$ cat config.mk
export PLATFORM = sky130hd
export DESIGN_NAME = x86_register_direct_alu_core
export DESIGN_NICKNAME = d
export VERILOG_FILES = /design/src/hdl/x86_rda_pkg.sv /design/src/hdl/x86_register_direct_alu_core.sv /design/src/hdl/x86_rda_decode.sv /design/src/hdl/x86_rda_regfile.sv /design/src/hdl/x86_rda_alu.sv
export VERILOG_INCLUDE_DIRS = /design/src /design/src/hdl
export SDC_FILE = /design/constraint.sdc
export NUM_CORES = 2
export LEC_CHECK = 0
export ABC_AREA = 1
export BUFFER_PORTS_ARGS = -buffer_cell sky130_fd_sc_hd__buf_4
export CAP_MARGIN = 20
export CORE_UTILIZATION = 37
export CTS_BUF_LIST = sky130_fd_sc_hd__clkbuf_8
export DETAILED_ROUTE_END_ITERATION = 8
export PLACE_DENSITY = 0.61
export SYNTH_ARGS = -nofsm -noshare
export SYNTH_HDL_FRONTEND = slang
export SYNTH_HIERARCHICAL = 1
export SYNTH_SLANG_ARGS = --single-unit
export TNS_END_PERCENT = 50
$ cat constraint.sdc
create_clock -name clk -period 18.02 [get_ports clk]
set_input_delay 1.802 -clock clk [delete_from_list [all_inputs] [get_ports clk]]
set_output_delay 1.802 -clock clk [all_outputs]
set_load 0.05 [all_outputs]
$ cat src/hdl/x86_register_direct_alu_core_assert.svh
// ---------------------------------------------------------------------------
// Assertion macros for the register-direct ALU core.
// Each macro expands to one labelled concurrent assertion on the core clock.
// ---------------------------------------------------------------------------
`ifndef X86_REGISTER_DIRECT_ALU_CORE_ASSERT_SVH
`define X86_REGISTER_DIRECT_ALU_CORE_ASSERT_SVH

// Same-cycle implication, quiet while reset is asserted.
`define X86_RDA_ASSERT_NOW(label, ante, cons, msg) \
	label: assert property (@(posedge clk) disable iff (!arst_n) (ante) |-> (cons)) \
		else $error(msg);

// Next-cycle implication, quiet while reset is asserted.
`define X86_RDA_ASSERT_NEXT(label, ante, cons, msg) \
	label: assert property (@(posedge clk) disable iff (!arst_n) (ante) |=> (cons)) \
		else $error(msg);

`endif

$ cat src/hdl/x86_rda_pkg.sv
// ---------------------------------------------------------------------------
// x86_rda_pkg
// Opcodes, status codes and the structures passed between the decoder, the
// execute unit and the register file of the register-direct ALU core.
// ---------------------------------------------------------------------------
package x86_rda_pkg;

	localparam int DATA_W = 32;
	localparam int REG_N  = 8;
	localparam int REG_AW = 3;

	// One-byte opcodes that carry a ModR/M byte.
	localparam logic [7:0] OPC_ADD  = 8'h01;
	localparam logic [7:0] OPC_SUB  = 8'h29;
	localparam logic [7:0] OPC_AND  = 8'h21;
	localparam logic [7:0] OPC_OR   = 8'h09;
	localparam logic [7:0] OPC_XOR  = 8'h31;
	localparam logic [7:0] OPC_NOT  = 8'hf7;
	localparam logic [7:0] OPC_CMP  = 8'h39;
	localparam logic [7:0] OPC_MOV  = 8'h89;
	localparam logic [7:0] OPC_XCHG = 8'h87;
	// Second byte of the two-byte signed multiply.
	localparam logic [7:0] OPC_IMUL = 8'haf;

	// Push and pop carry the register in the low three opcode bits.
	localparam logic [7:0] OPC_STACK_MASK = 8'hf8;
	localparam logic [7:0] OPC_PUSH_BASE  = 8'h50;
	localparam logic [7:0] OPC_POP_BASE   = 8'h58;

	localparam logic [1:0]        MOD_REG    = 2'b11;
	localparam logic [REG_AW-1:0] REG_ESP    = 3'd4;
	localparam logic [DATA_W-1:0] STACK_STEP = 32'd4;

	// Status codes returned with every result.
	localparam logic [1:0] ST_OK      = 2'd0;
	localparam logic [1:0] ST_BAD_MOD = 2'd1;
	localparam logic [1:0] ST_BAD_OP  = 2'd2;

	typedef enum logic [3:0] {
		OP_ADD, OP_SUB, OP_MUL, OP_AND, OP_OR, OP_XOR, OP_NOT,
		OP_CMP, OP_MOV, OP_XCHG, OP_PUSH, OP_POP, OP_BAD_MOD, OP_BAD_OP
	} op_t;

	// Decoded instruction: operation and the two register read addresses.
	typedef struct packed {
		op_t               op;
		logic [REG_AW-1:0] addr_a;
		logic [REG_AW-1:0] addr_b;
	} dec_t;

	typedef struct packed {
		logic sf;
		logic zf;
		logic of;
	} flags_t;

	// Register file and flag updates of one instruction.
	typedef struct packed {
		logic              wr0_en;
		logic [REG_AW-1:0] wr0_addr;
		logic [DATA_W-1:0] wr0_data;
		logic              wr1_en;
		logic [REG_AW-1:0] wr1_addr;
		logic [DATA_W-1:0] wr1_data;
		logic              flags_en;
		flags_t            flags;
	} wb_t;

	// One result beat.
	typedef struct packed {
		logic [DATA_W-1:0] dest_value;
		flags_t            flags;
		logic              mem_write;
		logic [DATA_W-1:0] mem_addr;
		logic [DATA_W-1:0] mem_data;
		logic [1:0]        status;
	} res_t;

endpackage

$ cat src/hdl/x86_register_direct_alu_core.sv
// ---------------------------------------------------------------------------
// x86_register_direct_alu_core
// Executes one register-direct 32-bit instruction per beat against an
// eight-entry register file and the SF, ZF and OF flags.
//
//   Channel  Handshake            Payload
//   input    in_valid / in_ready  opcode, two_byte, modrm, stack_word
//   output   out_valid/ out_ready dest_value, flags, mem_*, status
//
// An instruction passes from acceptance to its result beat through the
// decode and register read register, then the execute unit into the result
// register. One beat is accepted in every cycle while results are taken.
// Register and flag writes land as the instruction enters the result
// register, and are forwarded to the read of the following beat.
// A stall on the output holds the result register and the instruction
// behind it; the input stalls only when both are full.
// Reset clears the register file, the flags and both valid bits.
// ---------------------------------------------------------------------------
`include "x86_register_direct_alu_core_assert.svh"

module x86_register_direct_alu_core (
	input  logic                                clk,
	input  logic                                arst_n,
	input  logic                                in_valid,
	output logic                                in_ready,
	input  logic [7:0]                          opcode,
	input  logic                                two_byte,
	input  logic [7:0]                          modrm,
	input  logic [x86_rda_pkg::DATA_W-1:0]      stack_word,
	output logic                                out_valid,
	input  logic                                out_ready,
	output logic [x86_rda_pkg::DATA_W-1:0]      dest_value,
	output logic                                sign_flag,
	output logic                                zero_flag,
	output logic                                overflow_flag,
	output logic                                mem_write,
	output logic [x86_rda_pkg::DATA_W-1:0]      mem_addr,
	output logic [x86_rda_pkg::DATA_W-1:0]      mem_data,
	output logic [1:0]                          status
);
	import x86_rda_pkg::*;

	dec_t              dec_in;
	dec_t              dec_s1;
	logic              valid_s1;
	logic [DATA_W-1:0] word_s1;
	logic [DATA_W-1:0] val_a_s1;
	logic [DATA_W-1:0] val_b_s1;
	flags_t            flags_q;
	wb_t               wb;
	res_t              res;
	res_t              res_s2;
	logic              valid_s2;
	logic              in_fire;
	logic              exec_fire;

	// Handshake: execute moves into the result register when it is free.
	assign exec_fire = valid_s1 && (!valid_s2 || out_ready);
	assign in_ready  = !valid_s1 || exec_fire;
	assign in_fire   = in_valid && in_ready;

	x86_rda_decode u_decode (
		.opcode   (opcode),
		.two_byte (two_byte),
		.modrm    (modrm),
		.dec      (dec_in)
	);

	x86_rda_regfile u_regfile (
		.clk       (clk),
		.arst_n    (arst_n),
		.rd_en     (in_fire),
		.rd_addr_a (dec_in.addr_a),
		.rd_addr_b (dec_in.addr_b),
		.wb_en     (exec_fire),
		.wb        (wb),
		.rd_a_s1   (val_a_s1),
		.rd_b_s1   (val_b_s1),
		.flags_q   (flags_q)
	);

	x86_rda_alu u_alu (
		.dec        (dec_s1),
		.val_a      (val_a_s1),
		.val_b      (val_b_s1),
		.stack_word (word_s1),
		.flags_cur  (flags_q),
		.wb         (wb),
		.res        (res)
	);

	// Decode stage valid bit.
	always_ff @(posedge clk or negedge arst_n) begin
		if (!arst_n) begin
			valid_s1 <= 1'b0;
		end else if (in_ready) begin
			valid_s1 <= in_valid;
		end
	end

	// Decode stage payload.
	always_ff @(posedge clk) begin
		if (in_fire) begin
			dec_s1  <= dec_in;
			word_s1 <= stack_word;
		end
	end

	// Result register valid bit.
	always_ff @(posedge clk or negedge arst_n) begin
		if (!arst_n) begin
			valid_s2 <= 1'b0;
		end else if (!valid_s2 || out_ready) begin
			valid_s2 <= valid_s1;
		end
	end

	// Result register payload.
	always_ff @(posedge clk) begin
		if (exec_fire) begin
			res_s2 <= res;
		end
	end

	assign out_valid     = valid_s2;
	assign dest_value    = res_s2.dest_value;
	assign sign_flag     = res_s2.flags.sf;
	assign zero_flag     = res_s2.flags.zf;
	assign overflow_flag = res_s2.flags.of;
	assign mem_write     = res_s2.mem_write;
	assign mem_addr      = res_s2.mem_addr;
	assign mem_data      = res_s2.mem_data;
	assign status        = res_s2.status;

	// A push reports its address as the new stack pointer.
	`X86_RDA_ASSERT_NOW(a_push_addr, out_valid && mem_write, (status == ST_OK) && (dest_value == mem_addr), "push beat with inconsistent address or status")

	// A refused instruction writes nothing.
	`X86_RDA_ASSERT_NOW(a_err_quiet, out_valid && (status != ST_OK), (dest_value == '0) && !mem_write, "error beat carries a result")

	// The input only stalls with both stages full and the output stalled.
	`X86_RDA_ASSERT_NOW(a_stall_cause, !in_ready, valid_s1 && valid_s2 && !out_ready, "input stalled without a full pipeline")

	// An accepted beat is always held in the decode stage next cycle.
	`X86_RDA_ASSERT_NEXT(a_s1_loaded, in_fire, valid_s1, "accepted beat lost")

endmodule

$ cat src/hdl/x86_rda_decode.sv
// ---------------------------------------------------------------------------
// x86_rda_decode
// Turns the opcode, prefix flag and ModR/M byte of an input beat into an
// operation code and the two register file read addresses.
// ---------------------------------------------------------------------------
module x86_rda_decode (
	input  logic [7:0]         opcode,
	input  logic               two_byte,
	input  logic [7:0]         modrm,
	output x86_rda_pkg::dec_t  dec
);
	import x86_rda_pkg::*;

	op_t  op_raw;
	logic modrm_op;

	// Classify the opcode byte.
	always_comb begin
		op_raw = OP_BAD_OP;
		if (two_byte) begin
			if (opcode == OPC_IMUL) begin
				op_raw = OP_MUL;
			end
		end else begin
			unique case (opcode)
				OPC_ADD:  op_raw = OP_ADD;
				OPC_SUB:  op_raw = OP_SUB;
				OPC_AND:  op_raw = OP_AND;
				OPC_OR:   op_raw = OP_OR;
				OPC_XOR:  op_raw = OP_XOR;
				OPC_NOT:  op_raw = OP_NOT;
				OPC_CMP:  op_raw = OP_CMP;
				OPC_MOV:  op_raw = OP_MOV;
				OPC_XCHG: op_raw = OP_XCHG;
				default: begin
					if ((opcode & OPC_STACK_MASK) == OPC_PUSH_BASE) begin
						op_raw = OP_PUSH;
					end else if ((opcode & OPC_STACK_MASK) == OPC_POP_BASE) begin
						op_raw = OP_POP;
					end
				end
			endcase
		end
	end

	assign modrm_op = (op_raw != OP_PUSH) && (op_raw != OP_POP) && (op_raw != OP_BAD_OP);

	// Memory forms of ModR/M are refused; stack ops read ESP and the named register.
	always_comb begin
		dec.op     = op_raw;
		dec.addr_a = modrm[2:0];
		dec.addr_b = modrm[5:3];
		if (modrm_op && (modrm[7:6] != MOD_REG)) begin
			dec.op = OP_BAD_MOD;
		end
		if (!modrm_op && (op_raw != OP_BAD_OP)) begin
			dec.addr_a = REG_ESP;
			dec.addr_b = opcode[2:0];
		end
	end

endmodule

$ cat src/hdl/x86_rda_regfile.sv
// ---------------------------------------------------------------------------
// x86_rda_regfile
// Eight general registers and the SF, ZF and OF flags. Two read ports are
// sampled when a beat is accepted, with the writes of the instruction that
// completes in the same cycle forwarded into the read registers.
// ---------------------------------------------------------------------------
module x86_rda_regfile (
	input  logic                                    clk,
	input  logic                                    arst_n,
	input  logic                                    rd_en,
	input  logic [x86_rda_pkg::REG_AW-1:0]          rd_addr_a,
	input  logic [x86_rda_pkg::REG_AW-1:0]          rd_addr_b,
	input  logic                                    wb_en,
	input  x86_rda_pkg::wb_t                        wb,
	output logic [x86_rda_pkg::DATA_W-1:0]          rd_a_s1,
	output logic [x86_rda_pkg::DATA_W-1:0]          rd_b_s1,
	output x86_rda_pkg::flags_t                     flags_q
);
	import x86_rda_pkg::*;

	logic [DATA_W-1:0] regs_q [REG_N];

	// Read one entry as it will stand after this cycle's writes.
	function automatic logic [DATA_W-1:0] fwd_read(
		input logic [REG_AW-1:0] addr,
		input logic              en,
		input wb_t               w,
		input logic [DATA_W-1:0] stored
	);
		logic [DATA_W-1:0] v;
		v = stored;
		if (en && w.wr1_en && (w.wr1_addr == addr)) begin
			v = w.wr1_data;
		end else if (en && w.wr0_en && (w.wr0_addr == addr)) begin
			v = w.wr0_data;
		end
		return v;
	endfunction

	// Register writes; the second port wins when both name one entry.
	always_ff @(posedge clk or negedge arst_n) begin
		if (!arst_n) begin
			for (int i = 0; i < REG_N; i++) begin
				regs_q[i] <= '0;
			end
		end else if (wb_en) begin
			if (wb.wr0_en) begin
				regs_q[wb.wr0_addr] <= wb.wr0_data;
			end
			if (wb.wr1_en) begin
				regs_q[wb.wr1_addr] <= wb.wr1_data;
			end
		end
	end

	// Flag register.
	always_ff @(posedge clk or negedge arst_n) begin
		if (!arst_n) begin
			flags_q <= '0;
		end else if (wb_en && wb.flags_en) begin
			flags_q <= wb.flags;
		end
	end

	// Registered read ports with forwarding.
	always_ff @(posedge clk) begin
		if (rd_en) begin
			rd_a_s1 <= fwd_read(rd_addr_a, wb_en, wb, regs_q[rd_addr_a]);
			rd_b_s1 <= fwd_read(rd_addr_b, wb_en, wb, regs_q[rd_addr_b]);
		end
	end

endmodule

$ cat src/hdl/x86_rda_alu.sv
// ---------------------------------------------------------------------------
// x86_rda_alu
// Executes one decoded instruction on its two operands: computes the result
// beat and the register file and flag updates.
// ---------------------------------------------------------------------------
module x86_rda_alu (
	input  x86_rda_pkg::dec_t                dec,
	input  logic [x86_rda_pkg::DATA_W-1:0]   val_a,
	input  logic [x86_rda_pkg::DATA_W-1:0]   val_b,
	input  logic [x86_rda_pkg::DATA_W-1:0]   stack_word,
	input  x86_rda_pkg::flags_t              flags_cur,
	output x86_rda_pkg::wb_t                 wb,
	output x86_rda_pkg::res_t                res
);
	import x86_rda_pkg::*;

	logic [DATA_W-1:0]     sum;
	logic [DATA_W-1:0]     diff;
	logic signed [2*DATA_W-1:0] prod;
	logic                  sum_ov;
	logic                  diff_ov;
	logic                  prod_ov;
	logic [DATA_W-1:0]     r;
	logic                  of_new;

	// Shared arithmetic.
	assign sum     = val_a + val_b;
	assign diff    = val_a - val_b;
	assign prod    = $signed(val_a) * $signed(val_b);
	assign sum_ov  = (val_a[DATA_W-1] ^ sum[DATA_W-1]) & (val_b[DATA_W-1] ^ sum[DATA_W-1]);
	assign diff_ov = (val_a[DATA_W-1] ^ val_b[DATA_W-1]) & (val_a[DATA_W-1] ^ diff[DATA_W-1]);
	// The product fits when its upper half and bit 31 all agree.
	assign prod_ov = !((&prod[2*DATA_W-1:DATA_W-1]) || !(|prod[2*DATA_W-1:DATA_W-1]));

	// Result selection and state updates per operation.
	always_comb begin
		r      = '0;
		of_new = 1'b0;
		wb     = '0;
		res    = '0;
		res.flags  = flags_cur;
		res.status = ST_OK;
		wb.wr0_addr = dec.addr_a;
		wb.wr1_addr = dec.addr_b;
		unique case (dec.op)
			OP_ADD: begin
				r = sum;
				of_new = sum_ov;
			end
			OP_SUB, OP_CMP: begin
				r = diff;
				of_new = diff_ov;
			end
			OP_MUL: begin
				r = prod[DATA_W-1:0];
				of_new = prod_ov;
			end
			OP_AND:  r = val_a & val_b;
			OP_OR:   r = val_a | val_b;
			OP_XOR:  r = val_a ^ val_b;
			OP_NOT:  r = ~val_a;
			OP_MOV, OP_XCHG: r = val_b;
			OP_PUSH: r = val_a - STACK_STEP;
			OP_POP:  r = stack_word;
			OP_BAD_MOD, OP_BAD_OP: r = '0;
			default: r = '0;
		endcase

		unique case (dec.op)
			OP_ADD, OP_SUB, OP_MUL, OP_AND, OP_OR, OP_XOR, OP_NOT: begin
				wb.wr0_en   = 1'b1;
				wb.wr0_data = r;
				wb.flags_en = 1'b1;
				res.dest_value = r;
			end
			OP_CMP: begin
				wb.flags_en = 1'b1;
			end
			OP_MOV: begin
				wb.wr0_en   = 1'b1;
				wb.wr0_data = r;
				res.dest_value = r;
			end
			OP_XCHG: begin
				wb.wr0_en   = 1'b1;
				wb.wr0_data = r;
				wb.wr1_en   = 1'b1;
				wb.wr1_data = val_a;
				res.dest_value = r;
			end
			OP_PUSH: begin
				wb.wr0_en   = 1'b1;
				wb.wr0_data = r;
				res.dest_value = r;
				res.mem_write  = 1'b1;
				res.mem_addr   = r;
				res.mem_data   = val_b;
			end
			OP_POP: begin
				// ESP steps up first; a pop into ESP then overwrites it.
				wb.wr0_en   = 1'b1;
				wb.wr0_data = val_a + STACK_STEP;
				wb.wr1_en   = 1'b1;
				wb.wr1_data = r;
				res.dest_value = r;
			end
			OP_BAD_MOD: res.status = ST_BAD_MOD;
			OP_BAD_OP:  res.status = ST_BAD_OP;
			default:    res.status = ST_BAD_OP;
		endcase

		wb.flags.sf = r[DATA_W-1];
		wb.flags.zf = (r == '0);
		wb.flags.of = of_new;
		if (wb.flags_en) begin
			res.flags = wb.flags;
		end
	end

endmodule

# Word level (Yosys, flattened, before mapping)
# Index checks and enable logic that the tools add are counted.
# totals
ff_bits	469
elab_cells	153
inputBits	53
out_inout_bits	104
# op_classes
n_mux	35
n_mul	1
eq_ne	32
n_lt_le_gt_ge	6
n_addsub	4
bitwise	14
n_reduce_logical	34
# ops
op	count
256-bit 2-to-1 mux	3
256-bit bitwise mux	2
32-bit 2-to-1 mux	10
32-bit one-hot mux with 10 select lines	1
32-bit binary-select mux with 3-bit select	2
32-bit demux with 3-bit select	2
32-bit one-hot mux with 2 select lines	2
65-bit 2-to-1 mux	1
32-bit by 32-bit multiplier with 64-bit output	1
4-bit one-hot mux with 9 select lines	1
33-bit AND reduction	1
33-bit OR reduction	1
32-bit by 3-bit adder with 32-bit output, second input constant	1
32-bit adder	1
32-bit bitwise AND	1
8-bit by 6-bit == test with 1-bit output, second input constant	4
8-bit == test, second input constant	4
32-bit zero test	1
32-bit inverter	1
32-bit bitwise OR	1
32-bit by 3-bit subtractor with 32-bit output, second input constant	1
32-bit subtractor	1
32-bit bitwise XOR	1
4-bit == test, second input constant	5
other kinds (29)	77

# Longest topological paths before layout
# depth
depth_word	17
depth_mapped	41
ltp_nobuf	38

# Modules after synthesis
# Netlist, hierarchy kept.
# modules_own_cells
mod	area_each_um2	seq_area_each_um2	cells_per_inst	instances
x86_rda_alu	47610.7	0.0	6808	1
x86_rda_regfile	22432.8	8403.1	3352	1
x86_register_direct_alu_core	4419.2	4374.2	156	1
x86_rda_decode	473.0	0.0	105	1

# Least setup slack after synthesis
# Ideal clock, no wire load.
# synth_path
path_kind	in2reg
startpoint	input out_ready
endpoint	register u_regfile/rd_b_s1[12] (netlist bit) (data pin)
path_stages	11
slack_ps	9299
required_time_ps	17766
setup_ps	254
arrival_time_ps	8467
path_buffers	2
cell_sequence	inv_1 > a21oi_1 > buf_2 > nand2_1 > inv_2 > nand2_1 > nor2_2 > clkbuf_1 > nand3b_1 > nand3_1 > nand2_1
# synth_via
elab_chain_cells	6
elab_cells_between_ends	8
cone_classes	2 x mux; 6 x reduce/logical
# synth_rtl
item	line_no	source
from (decl)	x86_register_direct_alu_core.sv:31	input logic out_ready,
1-bit logical OR *	x86_register_direct_alu_core.sv:58	assign exec_fire = valid_s1 && (!valid_s2 || out_ready);
1-bit logical AND *	x86_register_direct_alu_core.sv:58	
net exec_fire	x86_register_direct_alu_core.sv:55	logic exec_fire;
1-bit logical AND (2 in a row)	x86_rda_regfile.sv:34	end else if (en && w.wr0_en && (w.wr0_addr == addr)) begin
32-bit 2-to-1 mux	x86_rda_regfile.sv:34	
32-bit 2-to-1 mux *	x86_rda_regfile.sv:32	if (en && w.wr1_en && (w.wr1_addr == addr)) begin
to (signal assigned)	x86_rda_regfile.sv:69	rd_b_s1 <= fwd_read(rd_addr_b, wb_en, wb, regs_q[rd_addr_b]);
to (decl)	x86_rda_regfile.sv:16	output logic [x86_rda_pkg::DATA_W-1:0] rd_b_s1,
# Mark *: on every way through the listed nets, which the timed path passes. The rest lies on a longest branch.
# A chain may end at the register's enable or synchronous reset.

==> impl_results.md <==
- Status: complete, no violations
- Cell Area, Synth: 0.0749 mm²
- Worst Skew: 0.127 ns
- Syn nets: 11840
- Routed Antenna Nets: 0
- Vias in the first global route: 71919
- Cells after Synth: 10421
- Critical path class: reg2reg
- Crit share post-route: 0.549
- Leading area contributor after synthesis: fa_1
- Synth cell count leaders: nand2_1 (2754), inv_1 (2367), fa_1 (1084)
- Max stage delay cell, worst path: inv_1
- Worst path most repeated cell: nand2_1
- Hold Fails Final Rpt: 0
- First-pass DRT Iterations: 6
- Wire per inst: 25.5 µm
- Count leader, synth: nand2_1
- Top cells by area, synth: fa_1 (29%), nand2_1 (14%), inv_1 (12%), dfrtp_1 (8.7%), edfxtp_1 (8.3%)
- Min-delay worst type: reg2reg
- Die area: 0.204 mm²
- DR iter-0 viols: 8537
- Synth Register Bits: 469
- Layout cells sized above 1: 0.0597
- Longest Clk Path Bufs: 3
- Initial antenna violation count: 19
- Dpl hpwl: 246 mm
- HP Start: u_regfile/regs_q[29]
- Cts bufs inserted: between 90 and 100
- # nets final: 11684
- Vias per Instance: 5.54
- Reg2Reg Depth: 31
- Syn avg cell area: approximately 7.2 µm²
- Crit path max fanout: 23
- Met2 Track Usage GR: 0.504
- First-pass GRT wire length: approximately 480 mm
- Postcts setup bufs: 0
- Most used routing layer in global routing: met2
- TritonCTS clock tree: built
- Max Cap Viol: 0
- Max Fclk: 101 MHz
- GRT overflow: 0
- DIE WIDTH: 452 µm
- Crit start category: flip-flop
- Root Driver: clkbuf_8
- Post-synth top area share: 0.290
- Critical Path AT: around 11 ns
- Row cnt: 164
- Number of synthesized flops with an enable pin: between 200 and 250
- Die Span Y: roughly 450 µm
- Final WL: 332 mm
- WHS Endpoint: u_regfile/regs_q[29]
- Setup-failing EPs final: 0
- Io pins: 157
- Reg2reg end: u_regfile/flags_q[0]
- Hold-fix buffers, CTS: 0
- Post-synthesis sequential area ratio: 0.171
- Clock sink count: between 400 and 500
- Hold path cells: 2
- Gpl congestion: 1.06
- Setup crit end kind: flip-flop
- Max-slew headroom: 0.109
- GRT Total Usage: 0.322
- Met1 Usage GRT: 0.405
- DR vias: ~70000
- RSZ-0062 raised after global routing: no
- Clock slew at reported path FFs: around 0.06 ns
- DRC Markers: 0
- Reg2reg start: u_regfile/rd_b_s1[8]
- Critical Path Max Stage Delay: 0.67 ns
- CP required: between 15 and 20 ns
- Largest net degree at the start of global routing: 184
- H-tree Lvls: 3
- Ys Warns: 6
- Flop2flop setup slack: 8.13 ns
- Initial Util: 0.374
- CTS resizes: 0
- Synth unique cells: 67
- Worst Tran Pin Value: ~1.3 ns
- Final Slew Violations: 0
- Placeable Area: 0.200 mm²
- GR Util met3: 0.0762
- Fin crit period: 9.89 ns
- Ys flop type: dfrtp_1
- Clock Latency Late Sink: 0.92 ns
- Area Growth Syn to Fin: 7.20%
- Setup TNS: 0 ns
- Port buffer count: around 160
- Post-synthesis async set-or-reset flop share: 0.557
-- metal layers --
layer / vias up / wire (µm)
li1: 31359 / -
met1: 35186 / 126000
met2: 4345 / 147000
met5: - / 140
met4: 22 / 22500
met3: 1029 / 36400
-- metrics by stage --
step           instances  setup WS (ns)  area [µm²]   util  hold slack [ns]
5_1_grt            12995           7.53       80300  0.401            0.518
2_1_floorplan      10421           9.30       74900      -            0.455
4_1_cts            12983           8.04       80200  0.400            0.497
3_5_place_dp       12814           8.13       78300  0.390            0.479
3_3_place_gp       12813           8.11       78300  0.390            0.477
6_report           12997           8.13       80300  0.401            0.492
-- layout by cell type (no fill, tap or decap), types with 15 or more instances in the layout --
| master | Yosys | layout |
|---|---|---|
| o22ai_1 | 255 | 255 |
| o21ai_1 | 84 | 81 |
| xor2_1 | 16 | 16 |
| nor3_1 | 52 | 52 |
| inv_2 | 26 | 25 |
| o211ai_1 | 34 | 34 |
| nand2_1 | 2754 | 2745 |
| clkinv_1 | 10 | 19 |
| nor2_2 | 19 | 21 |
| ha_1 | 282 | 282 |
| edfxtp_1 | 208 | 208 |
| clkbuf_8 | 0 | 102 |
| a22oi_1 | 28 | 28 |
| buf_4 | 16 | 319 |
| o21ai_0 | 580 | 579 |
| xnor2_1 | 15 | 15 |
| nand2_2 | 15 | 24 |
| inv_1 | 2367 | 2400 |
| nand3_1 | 809 | 809 |
| fa_1 | 1084 | 1084 |
| a22oi_2 | 18 | 18 |
| nor4_1 | 18 | 18 |
| nand4_1 | 64 | 64 |
| nor2_1 | 477 | 473 |
| nand3b_1 | 29 | 29 |
| a31oi_1 | 21 | 21 |
| dfrtp_1 | 261 | 261 |
| a21oi_1 | 198 | 195 |
| or2_2 | 24 | 25 |
-- layout make-up --
type / count / area [µm²]
timing repair buffer: 331 / 2530
antenna: 2 / 5.00
clock inverter: 67 / 549
fill: 20704 / 120000
tap: 2656 / 3320
clock buffer: 102 / 1400
sequential: 469 / 12800
multi-input combinational: 6965 / 50700
inverter: 2405 / 9040
-- worst max path at each step --
stage / from / end / slack [ns] / cells after the start
finish: u_regfile/rd_b_s1[8] / u_regfile/flags_q[0] / 8.13 / 31
global route: u_regfile/rd_b_s1[8] / u_regfile/flags_q[0] / 7.53 / 31
CTS: u_regfile/rd_b_s1[8] / u_regfile/flags_q[0] / 8.04 / 31
detailed placement: u_regfile/rd_a_s1[31] / u_regfile/flags_q[0] / 8.13 / 34
global placement: u_regfile/rd_a_s1[31] / u_regfile/flags_q[0] / 8.11 / 33
floorplan: out_ready / u_regfile/rd_b_s1[12] / 9.30 / 11
-- registers in the layout, summed over array words and instances (netlist names) --
signal             cells
valid_s1               1
u_regfile/rd_a_s1     32
zero_flag              1
u_regfile/regs_q     256
mem_data              32
dec_s1                10
word_s1               32
mem_addr              32
mem_write              1
sign_flag              1
overflow_flag          1
out_valid              1
dest_value            32
status                 2
u_regfile/flags_q      3
u_regfile/rd_b_s1     32
-- worst max-delay path, delay by kind of cell, from the launching register on --
kind | cells | cell delay, ns
multiplexers | 1 | 0.28
flip-flops | 1 | 0.66
buffers and inverters | 4 | 1.19
adder cells (fa/ha/maj) | 9 | 4.67
AND/OR/NAND/NOR | 17 | 2.80
-- kinds of logic after synthesis --
family | share of synthesized area
AO/OA/AOI/OAI | 0.0950
XOR/XNOR | 0.00362
adder cells (fa/ha/maj) | 0.337
buffers and inverters | 0.155
flip-flops | 0.171
multiplexers | 0.000451
AND/OR/NAND/NOR | 0.239
Power is not shown: default switching activity piles up to over one toggle a cycle in this logic, so the estimate is an artifact.
